<file path="src/rtl/core/dis_pkg.sv">
`timescale 1ns / 1ps
// Shared types and constants for the delimited identifier scanner.
// No dependencies; every other file in rtl/core imports this package.
package dis_pkg;

    localparam int CHAR_W = 21;
    localparam int POS_W  = 32;

    localparam logic [CHAR_W-1:0] EOF_CODE   = 21'h00FFFF;
    localparam logic [CHAR_W-1:0] CLOSE_CODE = 21'h00007D;

    typedef enum logic [1:0] {
        KIND_BODY     = 2'd0,
        KIND_END      = 2'd1,
        KIND_EOF_ERR  = 2'd2,
        KIND_OVERFLOW = 2'd3
    } kind_t;

    typedef struct packed {
        kind_t             kind;
        logic [CHAR_W-1:0] body_char;
        logic [POS_W-1:0]  start_pos;
        logic [POS_W-1:0]  end_pos;
        logic              last;
    } result_t;

endpackage

</file>
<file path="src/rtl/core/dis_in_if.sv">
`timescale 1ns / 1ps
// Input channel of the scanner: one code point and its source position per beat.
// Depends on dis_pkg for the field widths.
interface dis_in_if;
    import dis_pkg::*;

    logic              valid;
    logic              ready;
    logic [CHAR_W-1:0] character;
    logic [POS_W-1:0]  position;

    modport source (output valid, output character, output position, input ready);
    modport sink   (input valid, input character, input position, output ready);
endinterface

</file>
<file path="src/rtl/core/dis_out_if.sv">
`timescale 1ns / 1ps
// Result channel of the scanner: one body character or token event per beat.
// Depends on dis_pkg for the field widths.
interface dis_out_if;
    import dis_pkg::*;

    logic              valid;
    logic              ready;
    logic [1:0]        kind;
    logic [CHAR_W-1:0] body_char;
    logic [POS_W-1:0]  start_pos;
    logic [POS_W-1:0]  end_pos;
    logic              last;

    modport source (output valid, output kind, output body_char, output start_pos,
                    output end_pos, output last, input ready);
    modport sink   (input valid, input kind, input body_char, input start_pos,
                    input end_pos, input last, output ready);
endinterface

</file>
<file path="src/rtl/core/delimited_identifier_scanner.sv">
`timescale 1ns / 1ps
// Delimited identifier scanner: captures a delimiter up to '}', then streams
// the body delayed by the delimiter length until the delimiter reappears.
// Depends on dis_pkg, dis_in_if and dis_out_if.
//
//   channel  | dir | fields                                      | beats per item
//   ---------+-----+---------------------------------------------+---------------
//   chars    | in  | character[20:0], position[31:0]             | 1
//   tokens   | out | kind[1:0], body_char[20:0], start_pos[31:0],| 0, 1 or 2
//            |     | end_pos[31:0], last                         |
//
// An accepted beat waits in the input register, where the window shift, the
// parallel delimiter compare and the result selection run, until the result register
// is empty or hands over its last pending result; the beat then loads the result register.
// One item per cycle sustained while tokens.ready holds; an item that yields two
// results holds the result register for two output beats, which sets the rate then.
// Reset clears the mode, counters and valid flags; the delimiter and window
// payload registers are not reset. A stalled output holds the result
// register while an empty input register still takes one more beat.
module delimited_identifier_scanner #(
    parameter int MAX_DELIM = 16
) (
    input  logic      clk,
    input  logic      rst_n,
    dis_in_if.sink    chars,
    dis_out_if.source tokens
);
    import dis_pkg::*;

    localparam int LEN_W = $clog2(MAX_DELIM + 1);

    // Input register
    logic              in_valid_reg, in_valid_next;
    logic [CHAR_W-1:0] char_reg;
    logic [POS_W-1:0]  pos_reg;

    // Scanner state
    logic              scanning_reg, scanning_next;
    logic [LEN_W-1:0]  len_reg, len_next;
    logic [LEN_W-1:0]  fill_reg, fill_next;
    logic [POS_W-1:0]  start_reg, start_next;
    logic              have_start_reg, have_start_next;
    logic [CHAR_W-1:0] delim_reg [MAX_DELIM];
    logic [CHAR_W-1:0] delim_next [MAX_DELIM];
    logic [CHAR_W-1:0] window_reg [MAX_DELIM];
    logic [CHAR_W-1:0] window_next [MAX_DELIM];

    // Result register: up to two results, head always in slot 0
    result_t           slot0_reg, slot0_next;
    result_t           slot1_reg, slot1_next;
    logic [1:0]        rem_reg, rem_next;

    // Per-item results
    result_t           res0, res1;
    logic [1:0]        res_cnt;

    logic              accept, advance, pop;
    logic              is_eof, is_close;
    logic [POS_W-1:0]  start_eff;
    logic              zero_match, shift_match;

    assign pop     = (rem_reg != 2'd0) && tokens.ready;
    assign advance = in_valid_reg && ((rem_reg == 2'd0) || ((rem_reg == 2'd1) && pop));
    assign accept  = chars.valid && chars.ready;

    assign chars.ready = !in_valid_reg || advance;

    assign tokens.valid     = (rem_reg != 2'd0);
    assign tokens.kind      = slot0_reg.kind;
    assign tokens.body_char = slot0_reg.body_char;
    assign tokens.start_pos = slot0_reg.start_pos;
    assign tokens.end_pos   = slot0_reg.end_pos;
    assign tokens.last      = slot0_reg.last;

    assign is_eof    = (char_reg == EOF_CODE);
    assign is_close  = (char_reg == CLOSE_CODE);
    assign start_eff = have_start_reg ? start_reg : pos_reg;

    // Shifted window and both compares: the zero-filled window seen at '}'
    // and the window after this body character moves in.
    always_comb
    begin
        zero_match  = 1'b1;
        shift_match = 1'b1;
        for (int i = 0; i < MAX_DELIM; i++)
        begin
            if (LEN_W'(i + 1) < len_reg)
                window_next[i] = window_reg[i + 1 < MAX_DELIM ? i + 1 : i];
            else if (LEN_W'(i + 1) == len_reg)
                window_next[i] = char_reg;
            else
                window_next[i] = window_reg[i];
            if (LEN_W'(i) < len_reg)
            begin
                zero_match  = zero_match  && (delim_reg[i] == '0);
                shift_match = shift_match && (window_next[i] == delim_reg[i]);
            end
        end
    end

    // Next state and results for the item in the input register
    always_comb
    begin
        scanning_next   = scanning_reg;
        len_next        = len_reg;
        fill_next       = fill_reg;
        start_next      = start_reg;
        have_start_next = have_start_reg;
        for (int i = 0; i < MAX_DELIM; i++)
        begin
            delim_next[i] = delim_reg[i];
        end
        res0    = '{kind: KIND_BODY, body_char: '0, start_pos: start_eff,
                     end_pos: '0, last: 1'b1};
        res1    = '{kind: KIND_END, body_char: '0, start_pos: start_eff,
                     end_pos: pos_reg, last: 1'b1};
        res_cnt = 2'd0;

        if (is_eof)
        begin
            res0.kind       = KIND_EOF_ERR;
            res0.end_pos    = pos_reg;
            res_cnt         = 2'd1;
            scanning_next   = 1'b0;
            len_next        = '0;
            fill_next       = '0;
            have_start_next = 1'b0;
        end
        else
        begin
            start_next      = start_eff;
            have_start_next = 1'b1;
            if (!scanning_reg)
            begin
                if (is_close)
                begin
                    scanning_next = 1'b1;
                    fill_next     = '0;
                    // Empty or all-NUL delimiter ends the token right here
                    if (zero_match)
                    begin
                        res0.kind       = KIND_END;
                        res0.end_pos    = pos_reg;
                        res_cnt         = 2'd1;
                        scanning_next   = 1'b0;
                        len_next        = '0;
                        have_start_next = 1'b0;
                    end
                end
                else if (len_reg < LEN_W'(MAX_DELIM))
                begin
                    for (int i = 0; i < MAX_DELIM; i++)
                    begin
                        if (len_reg == LEN_W'(i))
                            delim_next[i] = char_reg;
                    end
                    len_next = len_reg + LEN_W'(1);
                end
                else
                begin
                    res0.kind    = KIND_OVERFLOW;
                    res0.end_pos = pos_reg;
                    res_cnt      = 2'd1;
                end
            end
            else
            begin
                // Oldest character drops out once the window is full
                if (len_reg != '0 && fill_reg == len_reg)
                begin
                    res0.body_char = window_reg[0];
                    res_cnt        = 2'd1;
                end
                else if (len_reg != '0)
                begin
                    fill_next = fill_reg + LEN_W'(1);
                end
                if (shift_match)
                begin
                    if (res_cnt == 2'd1)
                    begin
                        res0.last = 1'b0;
                        res_cnt   = 2'd2;
                    end
                    else
                    begin
                        res0     = res1;
                        res_cnt  = 2'd1;
                    end
                    scanning_next   = 1'b0;
                    len_next        = '0;
                    fill_next       = '0;
                    have_start_next = 1'b0;
                end
            end
        end
    end

    // Result register and input register control
    always_comb
    begin
        slot0_next    = slot0_reg;
        slot1_next    = slot1_reg;
        rem_next      = rem_reg;
        in_valid_next = in_valid_reg;
        if (advance)
        begin
            slot0_next = res0;
            slot1_next = res1;
            rem_next   = res_cnt;
        end
        else if (pop)
        begin
            slot0_next = slot1_reg;
            rem_next   = rem_reg - 2'd1;
        end
        if (accept)
            in_valid_next = 1'b1;
        else if (advance)
            in_valid_next = 1'b0;
    end

    always_ff @(posedge clk or negedge rst_n)
    begin
        if (!rst_n)
        begin
            in_valid_reg   <= 1'b0;
            rem_reg        <= 2'd0;
            scanning_reg   <= 1'b0;
            len_reg        <= '0;
            fill_reg       <= '0;
            start_reg      <= '0;
            have_start_reg <= 1'b0;
        end
        else
        begin
            in_valid_reg <= in_valid_next;
            rem_reg      <= rem_next;
            if (advance)
            begin
                scanning_reg   <= scanning_next;
                len_reg        <= len_next;
                fill_reg       <= fill_next;
                start_reg      <= start_next;
                have_start_reg <= have_start_next;
            end
        end
    end

    // Payload registers: no reset
    always_ff @(posedge clk)
    begin
        if (accept)
        begin
            char_reg <= chars.character;
            pos_reg  <= chars.position;
        end
        slot0_reg <= slot0_next;
        slot1_reg <= slot1_next;
        if (advance && !is_eof)
        begin
            for (int i = 0; i < MAX_DELIM; i++)
            begin
                delim_reg[i] <= delim_next[i];
                // Zero-fill the window at '}', shift it during the body
                if (!scanning_reg)
                    window_reg[i] <= is_close ? '0 : window_reg[i];
                else
                    window_reg[i] <= window_next[i];
            end
        end
    end

    // Checks
    a_fill_bound: assert property (@(posedge clk) disable iff (!rst_n)
        fill_reg <= len_reg)
        else $error("window fill exceeds delimiter length");

    a_body_has_delim: assert property (@(posedge clk) disable iff (!rst_n)
        scanning_reg |-> (len_reg != '0))
        else $error("body scan with empty delimiter");

    a_pair_order: assert property (@(posedge clk) disable iff (!rst_n)
        (rem_reg == 2'd2) |-> (!slot0_reg.last && slot1_reg.last))
        else $error("two pending results with wrong last marks");

    a_hold_item: assert property (@(posedge clk) disable iff (!rst_n)
        (in_valid_reg && !advance) |=> (in_valid_reg && $stable(char_reg)
                                         && $stable(pos_reg)))
        else $error("pending input item lost or changed");

endmodule
</file>
<file path="src/flat_wrapper.sv">
// flat-port wrapper written by rule: the top's interface ports become plain ports
module delimited_identifier_scanner_flat import dis_pkg::*;
#(
    parameter int MAX_DELIM = 16
)
  (clk, rst_n, chars_valid, chars_character, chars_position, chars_ready, tokens_valid, tokens_kind, tokens_body_char, tokens_start_pos, tokens_end_pos, tokens_last, tokens_ready);
  dis_in_if chars_i ();
  dis_out_if tokens_i ();
  input  logic clk;
  input  logic rst_n;
  input wire logic [$bits(chars_i.valid)-1:0] chars_valid;
  input wire logic [$bits(chars_i.character)-1:0] chars_character;
  input wire logic [$bits(chars_i.position)-1:0] chars_position;
  output wire logic [$bits(chars_i.ready)-1:0] chars_ready;
  output wire logic [$bits(tokens_i.valid)-1:0] tokens_valid;
  output wire logic [$bits(tokens_i.kind)-1:0] tokens_kind;
  output wire logic [$bits(tokens_i.body_char)-1:0] tokens_body_char;
  output wire logic [$bits(tokens_i.start_pos)-1:0] tokens_start_pos;
  output wire logic [$bits(tokens_i.end_pos)-1:0] tokens_end_pos;
  output wire logic [$bits(tokens_i.last)-1:0] tokens_last;
  input wire logic [$bits(tokens_i.ready)-1:0] tokens_ready;
  assign chars_i.valid = chars_valid;
  assign chars_i.character = chars_character;
  assign chars_i.position = chars_position;
  assign chars_ready = chars_i.ready;
  assign tokens_valid = tokens_i.valid;
  assign tokens_kind = tokens_i.kind;
  assign tokens_body_char = tokens_i.body_char;
  assign tokens_start_pos = tokens_i.start_pos;
  assign tokens_end_pos = tokens_i.end_pos;
  assign tokens_last = tokens_i.last;
  assign tokens_i.ready = tokens_ready;
  delimited_identifier_scanner #(.MAX_DELIM(MAX_DELIM)) u_core (.clk(clk), .rst_n(rst_n), .chars(chars_i), .tokens(tokens_i));
endmodule
</file>
<file path="config.mk">
export PLATFORM = sky130hd
export DESIGN_NAME = delimited_identifier_scanner_flat
export DESIGN_NICKNAME = d
export VERILOG_FILES = /design/src/rtl/core/dis_pkg.sv /design/src/rtl/core/dis_in_if.sv /design/src/rtl/core/dis_out_if.sv /design/src/rtl/core/delimited_identifier_scanner.sv /design/src/flat_wrapper.sv
export SDC_FILE = /design/constraint.sdc
export NUM_CORES = 2
export LEC_CHECK = 0
export ABC_CLOCK_PERIOD_IN_PS = 36600
export BUFFER_PORTS_ARGS = -buffer_cell sky130_fd_sc_hd__buf_2
export CAP_MARGIN = 20
export CORE_AREA = 4 4 430 432
export DETAILED_ROUTE_END_ITERATION = 8
export DIE_AREA = 0 0 434 436
export PLACE_DENSITY = 0.46
export SLEW_MARGIN = 20
export SYNTH_ARGS = -nofsm -noshare
export SYNTH_HDL_FRONTEND = slang
export SYNTH_SLANG_ARGS = --single-unit
</file>
<file path="constraint.sdc">
create_clock -name clk -period 36.6 [get_ports clk]
set_input_delay 3.66 -clock clk [delete_from_list [all_inputs] [get_ports clk]]
set_output_delay 3.66 -clock clk [all_outputs]
set_load 0.02 [all_outputs]
</file>
# --- Word level (Yosys, flattened, before mapping) ---
# Memories as Yosys holds them, arrays and structs flattened.
# Cells that the tools add are included.
# W data, S select, Z words.
word_totals:
  memories: 2
  elab_cells: 357
  in_bits: 57
  rom_bits: 0
  out_inout_bits: 90
  latchBits: 0
  mem_bits_rw: 672
  regBits: 252
classes:
  reduce_logical: 67
  muxes: 178
  shifts: 0
  n_mul: 0
  n_addsub: 3
  eq_ne: 56
  div_mod_pow: 0
  magnitude_cmp: 18
  bitwise_logic: 17
memory_table:
  columns: ["memory", "depth", "width", "read_ports", "rd_clocked_by_memory_dff", "wr", "line_no", "source"]
  rows:
  - ["u_core.delim_reg", 16, 21, 16, 0, 16, "delimited_identifier_scanner.sv:43", "logic [CHAR_W-1:0] delim_reg [MAX_DELIM];"]
  - ["u_core.window_reg", 16, 21, 16, 0, 16, "delimited_identifier_scanner.sv:45", "logic [CHAR_W-1:0] window_reg [MAX_DELIM];"]
op_table:
  columns: ["op", "n"]
  rows:
  - ["$mux W21", 81]
  - ["$mux W336", 4]
  - ["$eq A21 B21 Y1", 16]
  - ["$logic_not A21 Y1", 16]
  - ["$mux W32", 6]
  - ["$mux W88", 2]
  - ["$mux W53", 2]
  - ["$mux W87", 1]
  - ["$mux W86", 1]
  - ["$mux W5", 12]
  - ["$mux W1", 56]
  - ["$eq A4 B5 Y1 const A", 8]
  - ["$eq A5 B4 Y1 const B", 8]
  - ["$lt A4 B5 Y1 const A", 8]
  - ["$logic_and A1 B1 Y1", 36]
  - ["$mux W2", 13]
  - ["$eq A21 B16 Y1 const B", 1]
  - ["$eq A21 B7 Y1 const B", 1]
  - ["$eq A3 B5 Y1 const A", 4]
  - ["$eq A5 B3 Y1 const B", 4]
  - ["$lt A3 B5 Y1 const A", 4]
  - ["$or A1 B1 Y1", 16]
  - ["$add A5 B1 Y5 const B", 2]
  - ["$eq A2 B5 Y1 const A", 2]
  - ["other kinds (25)", 35]

# --- Depth between registers and ports, before layout ---
depth:
  depth_word: 39
  ltp_mapped: 26
  mapped_depth_nobuf: 18

# --- Least setup slack after synthesis ---
# Ideal clock, no wire load.
synth_timing:
  path_kind: "input port to flip-flop"
  start: "input tokens_ready"
  end: "memory u_core.window_reg[0][0] (enable)"
  t_arrival_ps: 26925
  setup_time_ps: 1445
  path_stages: 5
  path_buffers: 2
  required_ps: 35155
  slack_ps: 8230
  cell_sequence: "a21oi_1 nand2b_1 clkbuf_1 clkbuf_1 nor3_1"
synth_lines:
  columns: ["item", "line_no", "source"]
  rows:
  - ["start: declaration", "flat_wrapper.sv:21", "input wire logic [$bits(tokens_i.ready)-1:0] tokens_ready;"]
  - ["end: declaration", "delimited_identifier_scanner.sv:45", null]

# --- Worst setup path after layout ---
layout_timing:
  start: "input tokens_ready"
  end: "output chars_ready"
layout_via:
  elab_chain_cells: 5
layout_lines:
  columns: ["item", "line_no", "source"]
  rows:
  - ["$logic_and A1 B1 Y1", "delimited_identifier_scanner.sv:62", "assign pop = (rem_reg != 2'd0) && tokens.ready;"]
  - ["$logic_and A1 B1 Y1", "delimited_identifier_scanner.sv:63", "assign advance = in_valid_reg && ((rem_reg == 2'd0) || ((rem_reg == 2'd1) && pop));"]
  - ["$logic_or A1 B1 Y1", "delimited_identifier_scanner.sv:63", null]
  - ["$logic_and A1 B1 Y1", "delimited_identifier_scanner.sv:63", null]
  - ["$logic_or A1 B1 Y1", "delimited_identifier_scanner.sv:66", "assign chars.ready = !in_valid_reg || advance;"]
  - ["end: declaration", "flat_wrapper.sv:14", "output wire logic [$bits(chars_i.ready)-1:0] chars_ready;"]
# No other way between the ends.

==> run summary <==
Tcrit/Tclk final: 0.2150
Sequential Power Share: 0.454
Largest fanout on the critical path: 3
Family with the most delay on the worst path: buffers and inverters
Drt pass-1 iters: 8
Die area: 0.1892 mm²
Hold_sp: u_core.pos_reg[22]$_DFFE_PP_
Relative slew margins: 0.2147
IO Pins: 147
Hold path depth: 0
Leakage power: 0.01947 µW
CTS Buffer Depth: 3
Routed Antenna Nets: 0
Worst setup path class: input port to primary output
Setup violations, final: 0
Worst-Margin Slew: 1.178 ns
Clock Latency Late Sink: 0.74 ns
Commonest non-fill, non-tap cells in the layout: edfxtp_1, nor2_1, nand2_1, mux2i_1, a211oi_1
Switching share of power: 0.3956
Post-Synthesis Cells: 4320
# DRC: 0
Core area: 0.1805 mm²
Unrepaired setup endpoints after global routing: false
Worst hold path type: flop to flop
Routed WL: 191900 µm
Initial Util: 0.2693
Cell row count: 156
Post-layout util: 0.3083
Share of cells above drive strength 1: 0.1222
Initial DRC count: 4692
Layout Cells excl Fill: 6872
CTS H-Tree Depth: 3
Max Cap Viol: 0
Worst EP required: 32.94 ns
Largest net degree at the start of global routing: 138
Synth Warn #: 0
Final Skew: 0.03848 ns
Min cycle time layout: 7.870 ns
Syn_nets: 4386
Worst Setup End Kind: primary output
Critical path's most frequent cell: buf_2
First-pass GRT wire length: 274800 µm
Congestion Overflow GR: 0
Arr. time, crit path: 4.21 ns
Total CTS buffers: 104
IO buf count: 146
CP Launch Type: input port
F_max: 127.1 MHz
Combinational Power Share: 0.306
Setup TNS: 0 ns
NumNets Final: 4480
Via count: 38230
Area growth, synth to finish: 14.48%
Internal Dissipation: 2615 µW
Register area share after synthesis: 0.5659
Max Transition Viols Final: 0
Status: completed
Final GP Congestion: 0.9206
Critical-path top delay cell: a21oi_1
Critical path origin: tokens_ready
Clk sink count: 924
CTS Root Cell: clkbuf_16
Worst R2R Setup Slack: 29.14 ns
CTS tree: yes
Clk slew on worst S/H paths: 0.06 ns
Async SR Flop Fraction: 0.05087
Number of synthesized flops with an enable pin: 877
Synthesized flop and latch total: 924
Die Y: 436 µm
Net switching component of the power: 1711 µW
Initial antenna violation count: 8
Die X: 434 µm
Commonest non-fill, non-tap cell in the layout: edfxtp_1
Distinct cells, synth: 90
Synth Area per Inst: 11.25 µm²
WHS: 0.4801 ns
Vias in the first global route: 36790
Maximum VDD drop: 73.56 µV
Crit path cell chain: buf_2 -> a21oi_1 -> nand2_1 -> buf_2
Average via count per standard cell: 5.563
Clock Power Share: 0.240
Post-CTS Hold Buffers: 0
Cell Pwr Density: 77.73 mW/mm²
Hold EP: u_core.slot1_reg[23]$_DFFE_PP_
RR Startpoint: u_core.len_reg[1]$_DFFE_PN0P_
PostCTS Resize Cnt: 0
Worst reg-to-reg path cell count: 19
Count of final hold-check violations: 0
Cells after DPL: 6678
Worst Path Buf+Inv: 2
GRT Util Overall: 0.1961
Main flop type after synthesis: edfxtp_1
R2r endpoint: u_core.fill_reg[2]$_DFFE_PN0P_
Slowest stage delay, CP: 0.17 ns
Crit path depth: 4
Dpl hpwl: 129700 µm
Synthesized area: 0.04862 mm²
Post-CTS setup buffers: 0
Wire per inst: 27.92 µm
==> per-layer routing <==
layer  routed length, µm  track usage
met1               86000       0.2821
met2               88090       0.3090
met3               12610      0.02742
met4                5194      0.05143
met5                   0            0
==> stage by stage <==
stage	setup WS, ns	power (µW)	area, µm²
after floorplan	8.230	2806	48620
after global placement	28.71	3292	52310
after detailed placement	28.74	3295	52350
after CTS	28.74	4341	55630
after global routing	28.68	4524	55650
final	28.73	4326	55650
==> cells in the mapped netlist (all sizes together), types with 17 or more instances <==
library cell,count,area share
o211ai,17,0.0026
a21oi,209,0.024
nor4,129,0.017
buf,98,0.011
a211oi,225,0.035
and3,43,0.0055
a31oi,40,0.0051
a311oi,34,0.0061
nand3,71,0.0073
o21ai,138,0.014
nand4,76,0.0098
dfrtp,47,0.024
nor2b,56,0.0072
xnor2,127,0.023
nor3,85,0.0088
clkbuf,182,0.014
inv,191,0.015
o2111ai,20,0.0036
or4,35,0.0054
nand2,268,0.021
nor2,447,0.035
mux2,34,0.0079
a2111oi,32,0.0064
a221oi,21,0.0038
mux2i,229,0.047
o22ai,80,0.010
edfxtp,877,0.54
nand2b,33,0.0042
xor2,191,0.034
==> area by class of cell <==
cell class | instances | area (µm²)
Tap cell | 2370 | 2965
Fill cell | 18380 | 124900
Inverter | 194 | 730.7
Antenna cell | 2 | 5.005
Timing Repair Buffer | 268 | 1674
Clock inverter | 56 | 456.7
Clock buffer | 136 | 2828
Sequential cell | 924 | 27530
Multi-Input combinational cell | 2922 | 19470
==> power groups by stage <==
stage / registers (µW) / logic (µW) / clock network (µW)
finish: 1970 / 1320 / 1040
global route: 1980 / 1440 / 1110
CTS: 1960 / 1320 / 1060
detailed placement: 1980 / 1320 / 0
global placement: 1980 / 1310 / 0
floorplan: 2010 / 795 / 0
==> worst reg2reg max path, delay by kind of cell, from the launching register on <==
family                     cells  cell delay (ns)
adders and majority gates      2             0.47
AOI/OAI and AO/OA              9             2.30
DFF                            1             0.74
and+or+nand+nor                5             2.70
buffers and inverters          3             1.17
==> logic make-up after synthesis <==
| logic type | synth area share |
|---|---|
| XOR/XNOR | 0.05729 |
| multiplexers | 0.05503 |
| flip-flops | 0.5659 |
| AND/OR/NAND/NOR | 0.1300 |
| adder cells (fa/ha/maj) | 0.002316 |
| AO/OA/AOI/OAI | 0.1497 |
| buffers and inverters | 0.03981 |
==> how the worst max path moves through the flow <==
stage / endpoint / slack (ns)
floorplan: u_core.window_reg[0][0]$_SDFFCE_PN0P_ / 8.23
global placement: chars_ready / 28.71
detailed placement: chars_ready / 28.74
CTS: chars_ready / 28.74
global route: chars_ready / 28.68
finish: chars_ready / 28.73
No activity file was read; power rests on OpenSTA's default activity.
